==> src/rtl/process_slot_allocator_macros.svh <==
// Assertion helpers for the process slot allocator.
`ifndef PROCESS_SLOT_ALLOCATOR_MACROS_SVH
`define PROCESS_SLOT_ALLOCATOR_MACROS_SVH

// Same-cycle implication, checked out of reset.
`define PSA_ASSERT_NOW(label, clk, rstn, ante, cons, msg) \
  label: assert property (@(posedge clk) disable iff (!rstn) (ante) |-> (cons)) \
    else $error(msg);

// Next-cycle implication, checked out of reset.
`define PSA_ASSERT_NEXT(label, clk, rstn, ante, cons, msg) \
  label: assert property (@(posedge clk) disable iff (!rstn) (ante) |=> (cons)) \
    else $error(msg);

`endif

==> src/rtl/psa_pkg.sv <==
// ----------------------------------------------------------------------------
// psa_pkg
// Types, codes and defaults shared by the process slot allocator.
// ----------------------------------------------------------------------------
package psa_pkg;

  localparam int unsigned SlotsDef    = 8;
  localparam int unsigned RamBytesDef = 8192;
  localparam logic [15:0] BaseReset   = 16'h6000;
  localparam logic [31:0] Signature   = 32'h42524F53;

  typedef enum logic [1:0] {
    ACT_ALLOC = 2'd0,
    ACT_TICK  = 2'd1,
    ACT_MARK  = 2'd2,
    ACT_EXIT  = 2'd3
  } action_e;

  typedef enum logic [1:0] {
    KIND_ALLOC  = 2'd0,
    KIND_TICK   = 2'd1,
    KIND_STATUS = 2'd2,
    KIND_RSVD   = 2'd3
  } kind_e;

  typedef enum logic [1:0] {
    ERR_NONE   = 2'd0,
    ERR_HEADER = 2'd1,
    ERR_NOMEM  = 2'd2,
    ERR_SLOT   = 2'd3
  } err_e;

  typedef enum logic [1:0] {
    CALL_NONE  = 2'd0,
    CALL_START = 2'd1,
    CALL_PROC  = 2'd2,
    CALL_EXIT  = 2'd3
  } call_e;

  typedef enum logic [2:0] {
    ST_INACTIVE = 3'd0,
    ST_LOADING  = 3'd1,
    ST_LOADED   = 3'd2,
    ST_RUNNING  = 3'd3,
    ST_EXITING  = 3'd4
  } slot_state_e;

  typedef struct packed {
    logic [1:0]  action;
    logic [31:0] magic;
    logic [15:0] image_size;
    logic [15:0] extra_ram;
    logic [15:0] start_offset;
    logic [15:0] proc_offset;
    logic [15:0] exit_offset;
    logic [3:0]  slot;
  } item_t;

  typedef struct packed {
    logic [1:0]  kind;
    logic        ok;
    logic [1:0]  error_code;
    logic [3:0]  slot_out;
    logic [15:0] location;
    logic [15:0] start_addr;
    logic [15:0] proc_addr;
    logic [15:0] exit_addr;
    logic [1:0]  call_kind;
    logic [15:0] call_addr;
    logic        last;
  } result_t;

  // controller -> datapath
  typedef struct packed {
    logic capture;
    logic alloc_step;
    logic alloc_done;
    logic tick_step;
    logic act_done;
  } cmd_t;

  // datapath -> controller
  typedef struct packed {
    action_e action;
    logic    idx_last;
    logic    out_free;
  } sts_t;

endpackage

==> src/rtl/psa_in_if.sv <==
// ----------------------------------------------------------------------------
// psa_in_if
// Request channel: valid/ready plus the request fields.
// ----------------------------------------------------------------------------
interface psa_in_if;
  logic        valid;
  logic        ready;
  logic [1:0]  action;
  logic [31:0] magic;
  logic [15:0] image_size;
  logic [15:0] extra_ram;
  logic [15:0] start_offset;
  logic [15:0] proc_offset;
  logic [15:0] exit_offset;
  logic [3:0]  slot;

  modport source (output valid, action, magic, image_size, extra_ram, start_offset,
                  proc_offset, exit_offset, slot, input ready);
  modport sink   (input valid, action, magic, image_size, extra_ram, start_offset,
                  proc_offset, exit_offset, slot, output ready);
endinterface

==> src/rtl/psa_out_if.sv <==
// ----------------------------------------------------------------------------
// psa_out_if
// Result channel: valid/ready plus the result fields.
// ----------------------------------------------------------------------------
interface psa_out_if;
  logic        valid;
  logic        ready;
  logic [1:0]  kind;
  logic        ok;
  logic [1:0]  error_code;
  logic [3:0]  slot_out;
  logic [15:0] location;
  logic [15:0] start_addr;
  logic [15:0] proc_addr;
  logic [15:0] exit_addr;
  logic [1:0]  call_kind;
  logic [15:0] call_addr;
  logic        last;

  modport source (output valid, kind, ok, error_code, slot_out, location, start_addr,
                  proc_addr, exit_addr, call_kind, call_addr, last, input ready);
  modport sink   (input valid, kind, ok, error_code, slot_out, location, start_addr,
                  proc_addr, exit_addr, call_kind, call_addr, last, output ready);
endinterface

==> src/rtl/psa_ctrl.sv <==
// ----------------------------------------------------------------------------
// psa_ctrl
// Sequencer: accepts a request, walks the slots, issues datapath commands.
// ----------------------------------------------------------------------------
module psa_ctrl (
  input  logic          clk_i,
  input  logic          rst_ni,
  input  logic          in_valid_i,
  output logic          in_ready_o,
  input  psa_pkg::sts_t sts_i,
  output psa_pkg::cmd_t cmd_o
);
  import psa_pkg::*;

  typedef enum logic [2:0] {
    S_IDLE, S_ALLOC, S_ADONE, S_TICK, S_ACT
  } state_e;

  state_e state_q, state_d;

  always_comb begin
    state_d    = state_q;
    cmd_o      = '0;
    in_ready_o = 1'b0;
    unique case (state_q)
      S_IDLE: begin
        in_ready_o = 1'b1;
        if (in_valid_i) begin
          cmd_o.capture = 1'b1;
          unique case (sts_i.action)
            ACT_ALLOC: state_d = S_ALLOC;
            ACT_TICK:  state_d = S_TICK;
            default:   state_d = S_ACT;
          endcase
        end
      end
      S_ALLOC: begin
        cmd_o.alloc_step = 1'b1;
        if (sts_i.idx_last) state_d = S_ADONE;
      end
      S_ADONE: begin
        if (sts_i.out_free) begin
          cmd_o.alloc_done = 1'b1;
          state_d          = S_IDLE;
        end
      end
      S_TICK: begin
        if (sts_i.out_free) begin
          cmd_o.tick_step = 1'b1;
          if (sts_i.idx_last) state_d = S_IDLE;
        end
      end
      S_ACT: begin
        if (sts_i.out_free) begin
          cmd_o.act_done = 1'b1;
          state_d        = S_IDLE;
        end
      end
      default: state_d = S_IDLE;
    endcase
  end

  always_ff @(posedge clk_i or negedge rst_ni) begin
    if (!rst_ni) begin
      state_q <= S_IDLE;
    end else begin
      state_q <= state_d;
    end
  end
endmodule

==> src/rtl/psa_dp.sv <==
// ----------------------------------------------------------------------------
// psa_dp
// Slot table, walk index, first-fit search and result register.
// ----------------------------------------------------------------------------
module psa_dp #(
  parameter int unsigned SLOTS     = psa_pkg::SlotsDef,
  parameter int unsigned RAM_BYTES = psa_pkg::RamBytesDef
) (
  input  logic             clk_i,
  input  logic             rst_ni,
  input  logic [15:0]      base_i,
  input  psa_pkg::item_t   item_i,
  input  psa_pkg::cmd_t    cmd_i,
  output psa_pkg::sts_t    sts_o,
  input  logic             out_ready_i,
  output logic             out_valid_o,
  output psa_pkg::result_t res_o
);
  import psa_pkg::*;

  localparam int unsigned IW = (SLOTS > 1) ? $clog2(SLOTS) : 1;

  slot_state_e     st_q   [SLOTS];
  logic [15:0]     loc_q  [SLOTS];
  logic [16:0]     size_q [SLOTS];
  logic [15:0]     sa_q   [SLOTS];
  logic [15:0]     pa_q   [SLOTS];
  logic [15:0]     ea_q   [SLOTS];

  item_t           item_q;
  logic [IW-1:0]   idx_q;
  logic [17:0]     start_q;   // end of the last active region seen
  logic [17:0]     cs_q;      // gap start for the pending candidate
  logic [IW-1:0]   cand_q;
  logic            pend_q, found_q;
  logic            out_valid_q;
  result_t         res_q;
  result_t         res_d;

  logic [16:0]     need;
  logic [17:0]     gap_end;
  logic            fits, slot_in, commit, res_ld, act_ok;
  logic [IW-1:0]   sidx;
  logic [15:0]     cs16, sa_n, pa_n, ea_n;
  slot_state_e     cur_st;

  assign need    = {1'b0, item_q.image_size} + {1'b0, item_q.extra_ram};
  assign cur_st  = st_q[idx_q];
  assign gap_end = found_q ? 18'(RAM_BYTES) :
                   (cur_st != ST_INACTIVE && cmd_i.alloc_step) ? {2'b00, loc_q[idx_q]}
                                                               : 18'(RAM_BYTES);
  assign fits    = pend_q && (gap_end >= cs_q) && ((gap_end - cs_q) >= {1'b0, need});
  assign slot_in = ({1'b0, item_q.slot} < 5'(SLOTS));
  assign sidx    = item_q.slot[IW-1:0];
  assign cs16    = cs_q[15:0];
  assign sa_n    = (item_q.start_offset != '0) ? base_i + cs16 + item_q.start_offset : '0;
  assign pa_n    = (item_q.proc_offset  != '0) ? base_i + cs16 + item_q.proc_offset  : '0;
  assign ea_n    = (item_q.exit_offset  != '0) ? base_i + cs16 + item_q.exit_offset  : '0;
  // final decision: either a hit during the walk or the tail gap up to RAM end
  assign commit  = (item_q.magic == Signature) && (need <= 17'(RAM_BYTES)) &&
                   (found_q || fits);
  assign res_ld  = cmd_i.alloc_done || cmd_i.tick_step || cmd_i.act_done;
  assign act_ok  = slot_in &&
                   (((action_e'(item_q.action) == ACT_MARK) && (st_q[sidx] == ST_LOADING)) ||
                    ((action_e'(item_q.action) != ACT_MARK) && (st_q[sidx] != ST_INACTIVE)));

  // the controller decodes the action of the beat on offer
  assign sts_o.action   = action_e'(item_i.action);
  assign sts_o.idx_last = (idx_q == IW'(SLOTS - 1));
  assign sts_o.out_free = !out_valid_q || out_ready_i;
  assign out_valid_o    = out_valid_q;
  assign res_o          = res_q;

  // next result beat
  always_comb begin
    res_d      = '0;
    res_d.last = 1'b1;
    if (cmd_i.alloc_done) begin
      res_d.kind = KIND_ALLOC;
      if (item_q.magic != Signature) begin
        res_d.error_code = ERR_HEADER;
      end else if (!commit) begin
        res_d.error_code = ERR_NOMEM;
      end else begin
        res_d.ok         = 1'b1;
        res_d.slot_out   = 4'(cand_q);
        res_d.location   = base_i + cs16;
        res_d.start_addr = sa_n;
        res_d.proc_addr  = pa_n;
        res_d.exit_addr  = ea_n;
      end
    end else if (cmd_i.tick_step) begin
      res_d.kind     = KIND_TICK;
      res_d.ok       = 1'b1;
      res_d.slot_out = 4'(idx_q);
      res_d.last     = sts_o.idx_last;
      case (cur_st)
        ST_LOADED: if (sa_q[idx_q] != '0) begin
          res_d.call_kind = CALL_START;
          res_d.call_addr = sa_q[idx_q];
        end
        ST_RUNNING: if (pa_q[idx_q] != '0) begin
          res_d.call_kind = CALL_PROC;
          res_d.call_addr = pa_q[idx_q];
        end
        ST_EXITING: if (ea_q[idx_q] != '0) begin
          res_d.call_kind = CALL_EXIT;
          res_d.call_addr = ea_q[idx_q];
        end
        default: ;
      endcase
    end else begin
      res_d.kind     = KIND_STATUS;
      res_d.slot_out = item_q.slot;
      if (act_ok) begin
        res_d.ok = 1'b1;
      end else begin
        res_d.error_code = ERR_SLOT;
      end
    end
  end

  // control registers
  always_ff @(posedge clk_i or negedge rst_ni) begin
    if (!rst_ni) begin
      out_valid_q <= 1'b0;
      idx_q       <= '0;
      pend_q      <= 1'b0;
      found_q     <= 1'b0;
      for (int i = 0; i < SLOTS; i++) st_q[i] <= ST_INACTIVE;
    end else begin
      if (res_ld) begin
        out_valid_q <= 1'b1;
      end else if (out_ready_i) begin
        out_valid_q <= 1'b0;
      end
      if (cmd_i.capture) begin
        idx_q   <= '0;
        pend_q  <= 1'b0;
        found_q <= 1'b0;
      end
      if (cmd_i.alloc_step || cmd_i.tick_step) idx_q <= idx_q + 1'b1;
      if (cmd_i.alloc_step && !found_q) begin
        if (cur_st != ST_INACTIVE) begin
          if (fits) found_q <= 1'b1;
          else      pend_q  <= 1'b0;
        end else if (!pend_q) begin
          pend_q <= 1'b1;
        end
      end
      if (cmd_i.alloc_done && commit) st_q[cand_q] <= ST_LOADING;
      if (cmd_i.tick_step) begin
        case (cur_st)
          ST_LOADED:  st_q[idx_q] <= ST_RUNNING;
          ST_RUNNING: if (pa_q[idx_q] == '0) st_q[idx_q] <= ST_EXITING;
          ST_EXITING: st_q[idx_q] <= ST_INACTIVE;
          default: ;
        endcase
      end
      if (cmd_i.act_done && slot_in) begin
        if (action_e'(item_q.action) == ACT_MARK) begin
          if (st_q[sidx] == ST_LOADING) st_q[sidx] <= ST_LOADED;
        end else if (st_q[sidx] != ST_INACTIVE) begin
          st_q[sidx] <= ST_EXITING;
        end
      end
    end
  end

  // payload registers
  always_ff @(posedge clk_i) begin
    if (cmd_i.capture) begin
      item_q  <= item_i;
      start_q <= '0;
    end
    if (cmd_i.alloc_step && !found_q) begin
      if (cur_st != ST_INACTIVE) begin
        start_q <= {2'b00, loc_q[idx_q]} + {1'b0, size_q[idx_q]};
      end else if (!pend_q) begin
        cs_q   <= start_q;
        cand_q <= idx_q;
      end
    end
    if (cmd_i.alloc_done && commit) begin
      loc_q[cand_q]  <= cs16;
      size_q[cand_q] <= need;
      sa_q[cand_q]   <= sa_n;
      pa_q[cand_q]   <= pa_n;
      ea_q[cand_q]   <= ea_n;
    end
    if (res_ld) res_q <= res_d;
  end
endmodule

==> src/rtl/process_slot_allocator.sv <==
// ----------------------------------------------------------------------------
// process_slot_allocator
// First-fit region allocator and lifecycle sequencer for a table of slots.
// ----------------------------------------------------------------------------
// Usage:
//  - in_i carries one request beat: allocate, tick, mark loaded or request
//    exit. out_o returns the result beats; the final beat of each
//    request has last set. A tick yields one beat per slot, in slot order.
//  - base_wr_i/base_wdata_i write the base address; write only while idle.
//  - One request at a time. Allocate: the walk visits one slot per cycle,
//    then the decision is loaded into the output register once it is free.
//    Tick: one beat per cycle while the receiver takes them, one per slot.
//    Mark/exit: the reply is loaded into the output register once it is free.
//  - Next request is taken once the previous one's final beat is loaded
//    into the output register, so it overlaps with that beat waiting.
//  - A stalled receiver holds the result register; a tick walk pauses with it, an allocate walk does not.
//  - Reset empties the table (all slots inactive) and restores the base.
// ----------------------------------------------------------------------------
module process_slot_allocator #(
  parameter int unsigned SLOTS     = psa_pkg::SlotsDef,
  parameter int unsigned RAM_BYTES = psa_pkg::RamBytesDef
) (
  input  logic        clk_i,
  input  logic        rst_ni,
  input  logic        base_wr_i,
  input  logic [15:0] base_wdata_i,
  psa_in_if.sink      in_i,
  psa_out_if.source   out_o
);
  import psa_pkg::*;
  `include "process_slot_allocator_macros.svh"

  logic [15:0] base_q;
  cmd_t        cmd;
  sts_t        sts;
  item_t       item;
  result_t     res;
  logic        in_ready;

  // base register, relative offsets are added on output
  always_ff @(posedge clk_i or negedge rst_ni) begin
    if (!rst_ni) begin
      base_q <= BaseReset;
    end else if (base_wr_i) begin
      base_q <= base_wdata_i;
    end
  end

  assign item.action       = in_i.action;
  assign item.magic        = in_i.magic;
  assign item.image_size   = in_i.image_size;
  assign item.extra_ram    = in_i.extra_ram;
  assign item.start_offset = in_i.start_offset;
  assign item.proc_offset  = in_i.proc_offset;
  assign item.exit_offset  = in_i.exit_offset;
  assign item.slot         = in_i.slot;
  assign in_i.ready        = in_ready;

  psa_ctrl u_ctrl (
    .clk_i      (clk_i),
    .rst_ni     (rst_ni),
    .in_valid_i (in_i.valid),
    .in_ready_o (in_ready),
    .sts_i      (sts),
    .cmd_o      (cmd)
  );

  psa_dp #(
    .SLOTS     (SLOTS),
    .RAM_BYTES (RAM_BYTES)
  ) u_dp (
    .clk_i       (clk_i),
    .rst_ni      (rst_ni),
    .base_i      (base_q),
    .item_i      (item),
    .cmd_i       (cmd),
    .sts_o       (sts),
    .out_ready_i (out_o.ready),
    .out_valid_o (out_o.valid),
    .res_o       (res)
  );

  assign out_o.kind       = res.kind;
  assign out_o.ok         = res.ok;
  assign out_o.error_code = res.error_code;
  assign out_o.slot_out   = res.slot_out;
  assign out_o.location   = res.location;
  assign out_o.start_addr = res.start_addr;
  assign out_o.proc_addr  = res.proc_addr;
  assign out_o.exit_addr  = res.exit_addr;
  assign out_o.call_kind  = res.call_kind;
  assign out_o.call_addr  = res.call_addr;
  assign out_o.last       = res.last;

  // a request beat always starts work, so the port closes the cycle after
  `PSA_ASSERT_NEXT(a_busy_after_accept, clk_i, rst_ni, in_i.valid && in_i.ready, !in_i.ready, "request accepted but port still open")
  // only ticks give more than one beat
  `PSA_ASSERT_NOW(a_single_beat, clk_i, rst_ni, out_o.valid && out_o.kind != KIND_TICK, out_o.last, "non-tick result without last")
  // a tick's final beat is the top slot
  `PSA_ASSERT_NOW(a_tick_last_slot, clk_i, rst_ni, out_o.valid && out_o.kind == KIND_TICK && out_o.last, out_o.slot_out == 4'(SLOTS - 1), "tick ended on wrong slot")
  // failures carry an error code, successes none
  `PSA_ASSERT_NOW(a_ok_vs_err, clk_i, rst_ni, out_o.valid, out_o.ok == (out_o.error_code == ERR_NONE), "ok and error code disagree")
endmodule
==> src/flat_wrapper.sv <==
// flat-port wrapper written by rule: the top's interface ports become plain ports
module process_slot_allocator_flat import psa_pkg::*;
#(
  parameter int unsigned SLOTS     = psa_pkg::SlotsDef,
  parameter int unsigned RAM_BYTES = psa_pkg::RamBytesDef
)
  (clk_i, rst_ni, base_wr_i, base_wdata_i, in_i_valid, in_i_action, in_i_magic, in_i_image_size, in_i_extra_ram, in_i_start_offset, in_i_proc_offset, in_i_exit_offset, in_i_slot, in_i_ready, out_o_valid, out_o_kind, out_o_ok, out_o_error_code, out_o_slot_out, out_o_location, out_o_start_addr, out_o_proc_addr, out_o_exit_addr, out_o_call_kind, out_o_call_addr, out_o_last, out_o_ready);
  psa_in_if in_i_i ();
  psa_out_if out_o_i ();
  input  logic clk_i;
  input  logic rst_ni;
  input  logic base_wr_i;
  input  logic [15:0] base_wdata_i;
  input wire logic [$bits(in_i_i.valid)-1:0] in_i_valid;
  input wire logic [$bits(in_i_i.action)-1:0] in_i_action;
  input wire logic [$bits(in_i_i.magic)-1:0] in_i_magic;
  input wire logic [$bits(in_i_i.image_size)-1:0] in_i_image_size;
  input wire logic [$bits(in_i_i.extra_ram)-1:0] in_i_extra_ram;
  input wire logic [$bits(in_i_i.start_offset)-1:0] in_i_start_offset;
  input wire logic [$bits(in_i_i.proc_offset)-1:0] in_i_proc_offset;
  input wire logic [$bits(in_i_i.exit_offset)-1:0] in_i_exit_offset;
  input wire logic [$bits(in_i_i.slot)-1:0] in_i_slot;
  output wire logic [$bits(in_i_i.ready)-1:0] in_i_ready;
  output wire logic [$bits(out_o_i.valid)-1:0] out_o_valid;
  output wire logic [$bits(out_o_i.kind)-1:0] out_o_kind;
  output wire logic [$bits(out_o_i.ok)-1:0] out_o_ok;
  output wire logic [$bits(out_o_i.error_code)-1:0] out_o_error_code;
  output wire logic [$bits(out_o_i.slot_out)-1:0] out_o_slot_out;
  output wire logic [$bits(out_o_i.location)-1:0] out_o_location;
  output wire logic [$bits(out_o_i.start_addr)-1:0] out_o_start_addr;
  output wire logic [$bits(out_o_i.proc_addr)-1:0] out_o_proc_addr;
  output wire logic [$bits(out_o_i.exit_addr)-1:0] out_o_exit_addr;
  output wire logic [$bits(out_o_i.call_kind)-1:0] out_o_call_kind;
  output wire logic [$bits(out_o_i.call_addr)-1:0] out_o_call_addr;
  output wire logic [$bits(out_o_i.last)-1:0] out_o_last;
  input wire logic [$bits(out_o_i.ready)-1:0] out_o_ready;
  assign in_i_i.valid = in_i_valid;
  assign in_i_i.action = in_i_action;
  assign in_i_i.magic = in_i_magic;
  assign in_i_i.image_size = in_i_image_size;
  assign in_i_i.extra_ram = in_i_extra_ram;
  assign in_i_i.start_offset = in_i_start_offset;
  assign in_i_i.proc_offset = in_i_proc_offset;
  assign in_i_i.exit_offset = in_i_exit_offset;
  assign in_i_i.slot = in_i_slot;
  assign in_i_ready = in_i_i.ready;
  assign out_o_valid = out_o_i.valid;
  assign out_o_kind = out_o_i.kind;
  assign out_o_ok = out_o_i.ok;
  assign out_o_error_code = out_o_i.error_code;
  assign out_o_slot_out = out_o_i.slot_out;
  assign out_o_location = out_o_i.location;
  assign out_o_start_addr = out_o_i.start_addr;
  assign out_o_proc_addr = out_o_i.proc_addr;
  assign out_o_exit_addr = out_o_i.exit_addr;
  assign out_o_call_kind = out_o_i.call_kind;
  assign out_o_call_addr = out_o_i.call_addr;
  assign out_o_last = out_o_i.last;
  assign out_o_i.ready = out_o_ready;
  process_slot_allocator #(.SLOTS(SLOTS), .RAM_BYTES(RAM_BYTES)) u_core (.clk_i(clk_i), .rst_ni(rst_ni), .base_wr_i(base_wr_i), .base_wdata_i(base_wdata_i), .in_i(in_i_i), .out_o(out_o_i));
endmodule
==> config.mk <==
export PLATFORM = sky130hd
export DESIGN_NAME = process_slot_allocator_flat
export DESIGN_NICKNAME = d
export VERILOG_FILES = /design/src/rtl/psa_pkg.sv /design/src/rtl/psa_in_if.sv /design/src/rtl/psa_out_if.sv /design/src/rtl/psa_ctrl.sv /design/src/rtl/psa_dp.sv /design/src/rtl/process_slot_allocator.sv /design/src/flat_wrapper.sv
export VERILOG_INCLUDE_DIRS = /design/src /design/src/rtl
export SDC_FILE = /design/constraint.sdc
export NUM_CORES = 1
export LEC_CHECK = 0
export BUFFER_PORTS_ARGS = -buffer_cell sky130_fd_sc_hd__buf_2
export CORE_MARGIN = 2
export CORE_UTILIZATION = 55
export CTS_CLUSTER_SIZE = 16
export DETAILED_ROUTE_END_ITERATION = 6
export PLACE_DENSITY = 0.7
export SLEW_MARGIN = 20
export SYNTH_ARGS = -nofsm -noshare
export SYNTH_HDL_FRONTEND = slang
export SYNTH_SLANG_ARGS = --single-unit
==> constraint.sdc <==
create_clock -name clk_i -period 20.5 [get_ports clk_i]
set_input_delay 5.125 -clock clk_i [delete_from_list [all_inputs] [get_ports clk_i]]
set_output_delay 5.125 -clock clk_i [all_outputs]
set_load 0.005 [all_outputs]
==> impl_metrics.tcl <==
set metrics [dict create \
    outcome "complete, but fails checks" \
    violations "design-rule violations" \
    dpl_worst_slack_ns 10.67 \
    final_common_cell "edfxtp_1" \
    drive_gt1_share_pct 17.2 \
    tritoncts "built" \
    highest_layer "met4" \
    rows 100 \
    place_inst 3927 \
    first_global_vias 26000 \
    first_pass_iters 7 \
    max_slew_margin_pct 15.3 \
    ys_ff_latch 946 \
    hold_buffers 0 \
    cap_violations 0 \
    cp-start-kind "register" \
    hold_class "register to register" \
    synth.yosys.seq_area_share_pct 68.3 \
    synthArstFlopShare_pct 5.18 \
    rsz0062_at_grt "false" \
    stdcell_count 4100 \
    routedWlPerCell_um 28.0 \
    cts_buffer_depth 3 \
    slew_violations 0 \
    vias 26900 \
    met1Wirelength_um 46500 \
    worst_clock_skew_ns 0.0316 \
    criticalPathCategory "register to register" \
    io_buffers 232 \
    crit_required_ns 20.76 \
    dieArea_um2 76700 \
    crit_top_cell "buf_4" \
    hold_viol_final 0 \
    viasPerCell 6.55 \
    fillers 5482 \
    cts.sinks 946 \
    power_density_nw_per_um2 177 \
    wl_met2_um 51300 \
    drtAntennaViolNets 0 \
    clockRootBuffer "clkbuf_16" \
    crit_slowest_cell "dfrtp_2" \
    nets 3328 \
    max_freq_mhz 101 \
    finalCritPeriodShare_pct 48.1 \
    wl_met3_um 13400 \
    die_h_um 277 \
    area_growth_pct 12.7 \
    seq_area_um2 28000 \
    layout_common_cells "879 x edfxtp_1, 232 x buf_2, 140 x a22oi_1" \
    fp.coreArea_um2 74100 \
    syn_area_um2 41000 \
    synth.avg_cell_area_um2 14.6 \
    fin_setup_tns_ns 0 \
    routed_wirelength_um 115000 \
    post-dp-hpwl_um 76500 \
    ctsResizeCount 0 \
    fin_crit_ns 9.87 \
    synth_flop_cell "edfxtp_1" \
    antenna_found_initial 4 \
    initial_core_util_pct 55.3 \
    synth_nets 3076 \
    syn_inst 2803 \
    postCtsSetupBuffers 0 \
    timing.final.ws_setup_ns 10.63 \
    final_util_pct 62.4 \
    ys_types 93 \
    path_clk_slew_ns 0.06 \
    worst_pin_slew_ns 1.26 \
    h-tree-depth 3 \
    setup-violations-final 0 \
    multi_input_area_um2 12200 \
    drc_errors 6 \
    cts_buffers 95 \
    cp_slowest_stage_delay_ns 0.79 \
    drtIter0Drc 3816 \
    io_pins 233 \
    leakage_nw 16.3 \
    worst_setup_path_end_kind "register" \
    crit_arrival_ns 10.13 \
    synth-edff-count 879 \
    grt_max_degree 73 \
    crit_fanout 72 \
    vdd_ir_drop_max_mv 0.115 \
    grt-ovfl-total 0 \
    ys_warn_count 0 \
    insertion_delay_ns 0.65 \
    gp_congestion 0.957 \
    diodes 0 \
    grt_pass1_wl_um 169000 \
    die_x_um 277 \
    grt_usage_pct 29.6 \
]
worst max-delay path: cells and delay by family (launching register included):
family / cells / cell delay (ns)
xor gates and xnor gates: 1 / 0.09
and+or+nand+nor: 6 / 2.16
DFF: 1 / 0.79
AOI/OAI and AO/OA: 14 / 3.05
adders and majority gates: 3 / 0.92
buffers and inverters: 5 / 2.31
per-stage QoR:
stage / hold WS, ns / total power [mW] / area [um^2]
6_report: 0.433 / 8.17 / 46200
5_1_grt: 0.443 / 8.54 / 46200
4_1_cts: 0.434 / 8.09 / 46200
3_5_place_dp: 0.415 / 6.44 / 43200
3_3_place_gp: 0.413 / 6.35 / 43200
2_1_floorplan: 0.408 / 5.14 / 41000
power breakdown:
part	total (mW)	switching [mW]	internal, mW
Sequential	2.97	0.145	2.83
Clock	1.66	0.718	0.937
Combinational	3.54	2.46	1.08
synth_stat cells (all sizes together), types with 50 or more instances:
| cell | count | area [um^2] |
|---|---|---|
| a21oi | 101 | 505 |
| a221oi | 73 | 639 |
| a22oi | 140 | 1050 |
| buf | 57 | 359 |
| clkbuf | 68 | 256 |
| edfxtp | 879 | 26400 |
| ha | 127 | 1590 |
| inv | 76 | 285 |
| mux2 | 58 | 657 |
| nand2 | 112 | 420 |
| nand3 | 51 | 255 |
| nor2 | 140 | 526 |
| nor2b | 54 | 338 |
| nor3 | 77 | 385 |
| o21ai | 106 | 534 |
| xnor2 | 50 | 438 |
sequential cells by signal, summed over array words and instances (netlist names):
register	cells
u_core.u_dp.pend_q	1
u_core.u_dp.loc_q	128
u_core.u_dp.size_q	136
u_core.u_dp.st_q	24
u_core.u_dp.item_q	118
u_core.u_dp.start_q	18
u_core.u_dp.cs_q	18
u_core.u_dp.cand_q	3
u_core.base_q	16
u_core.u_ctrl.state_q	3
u_core.u_dp.pa_q	128
u_core.u_dp.ea_q	128
u_core.u_dp.found_q	1
u_core.u_dp.res_o	92
u_core.u_dp.sa_q	128
u_core.u_dp.idx_q	3
u_core.u_dp.out_valid_o	1
cell families (layout without fill, tap and decap cells):
logic type / Yosys count / after routing / share of synthesized area [%]
DFF: 946 / 946 / 68.3
AOI/OAI and AO/OA: 685 / 685 / 11.9
and+or+nand+nor: 643 / 643 / 8.16
buffers and inverters: 204 / 532 / 2.22
adders and majority gates: 134 / 134 / 4.22
muxes: 102 / 102 / 3.34
xor gates and xnor gates: 89 / 89 / 1.90
final timing paths:
path	to	from	cells after the start	slack (ns)
min in group asynchronous	u_core.u_dp.st_q[21]	rst_ni	2	4.65
max in group asynchronous	u_core.u_dp.idx_q[2]	rst_ni	2	15.28
min reg2reg	u_core.u_dp.cs_q[4]	u_core.u_dp.start_q[4]	0	0.43
min	u_core.u_dp.cs_q[4]	u_core.u_dp.start_q[4]	0	0.43
max	u_core.u_dp.pa_q[6][7]	u_core.u_dp.idx_q[1]	29	10.63
max reg2reg	u_core.u_dp.pa_q[6][7]	u_core.u_dp.idx_q[1]	29	10.63
area by class of cell:
type                            count  share of cell area, %
Clock buffer                      127                   5.61
Clock inverter                     46                  0.764
Inverter                           79                  0.647
Multi-Input combinational cell   1653                   26.5
Sequential cell                   946                   60.6
Tap cell                          969                   2.62
Timing Repair Buffer              280                   3.29
layer usage:
metal / track usage [%] / vias up
li1: - / 11600
met1: 42.6 / 13300
met2: 44.6 / 1672
met3: 6.59 / 246
met4: 10.6 / 0
met5: 0 / -
No activity file was read; power rests on OpenSTA's default activity.
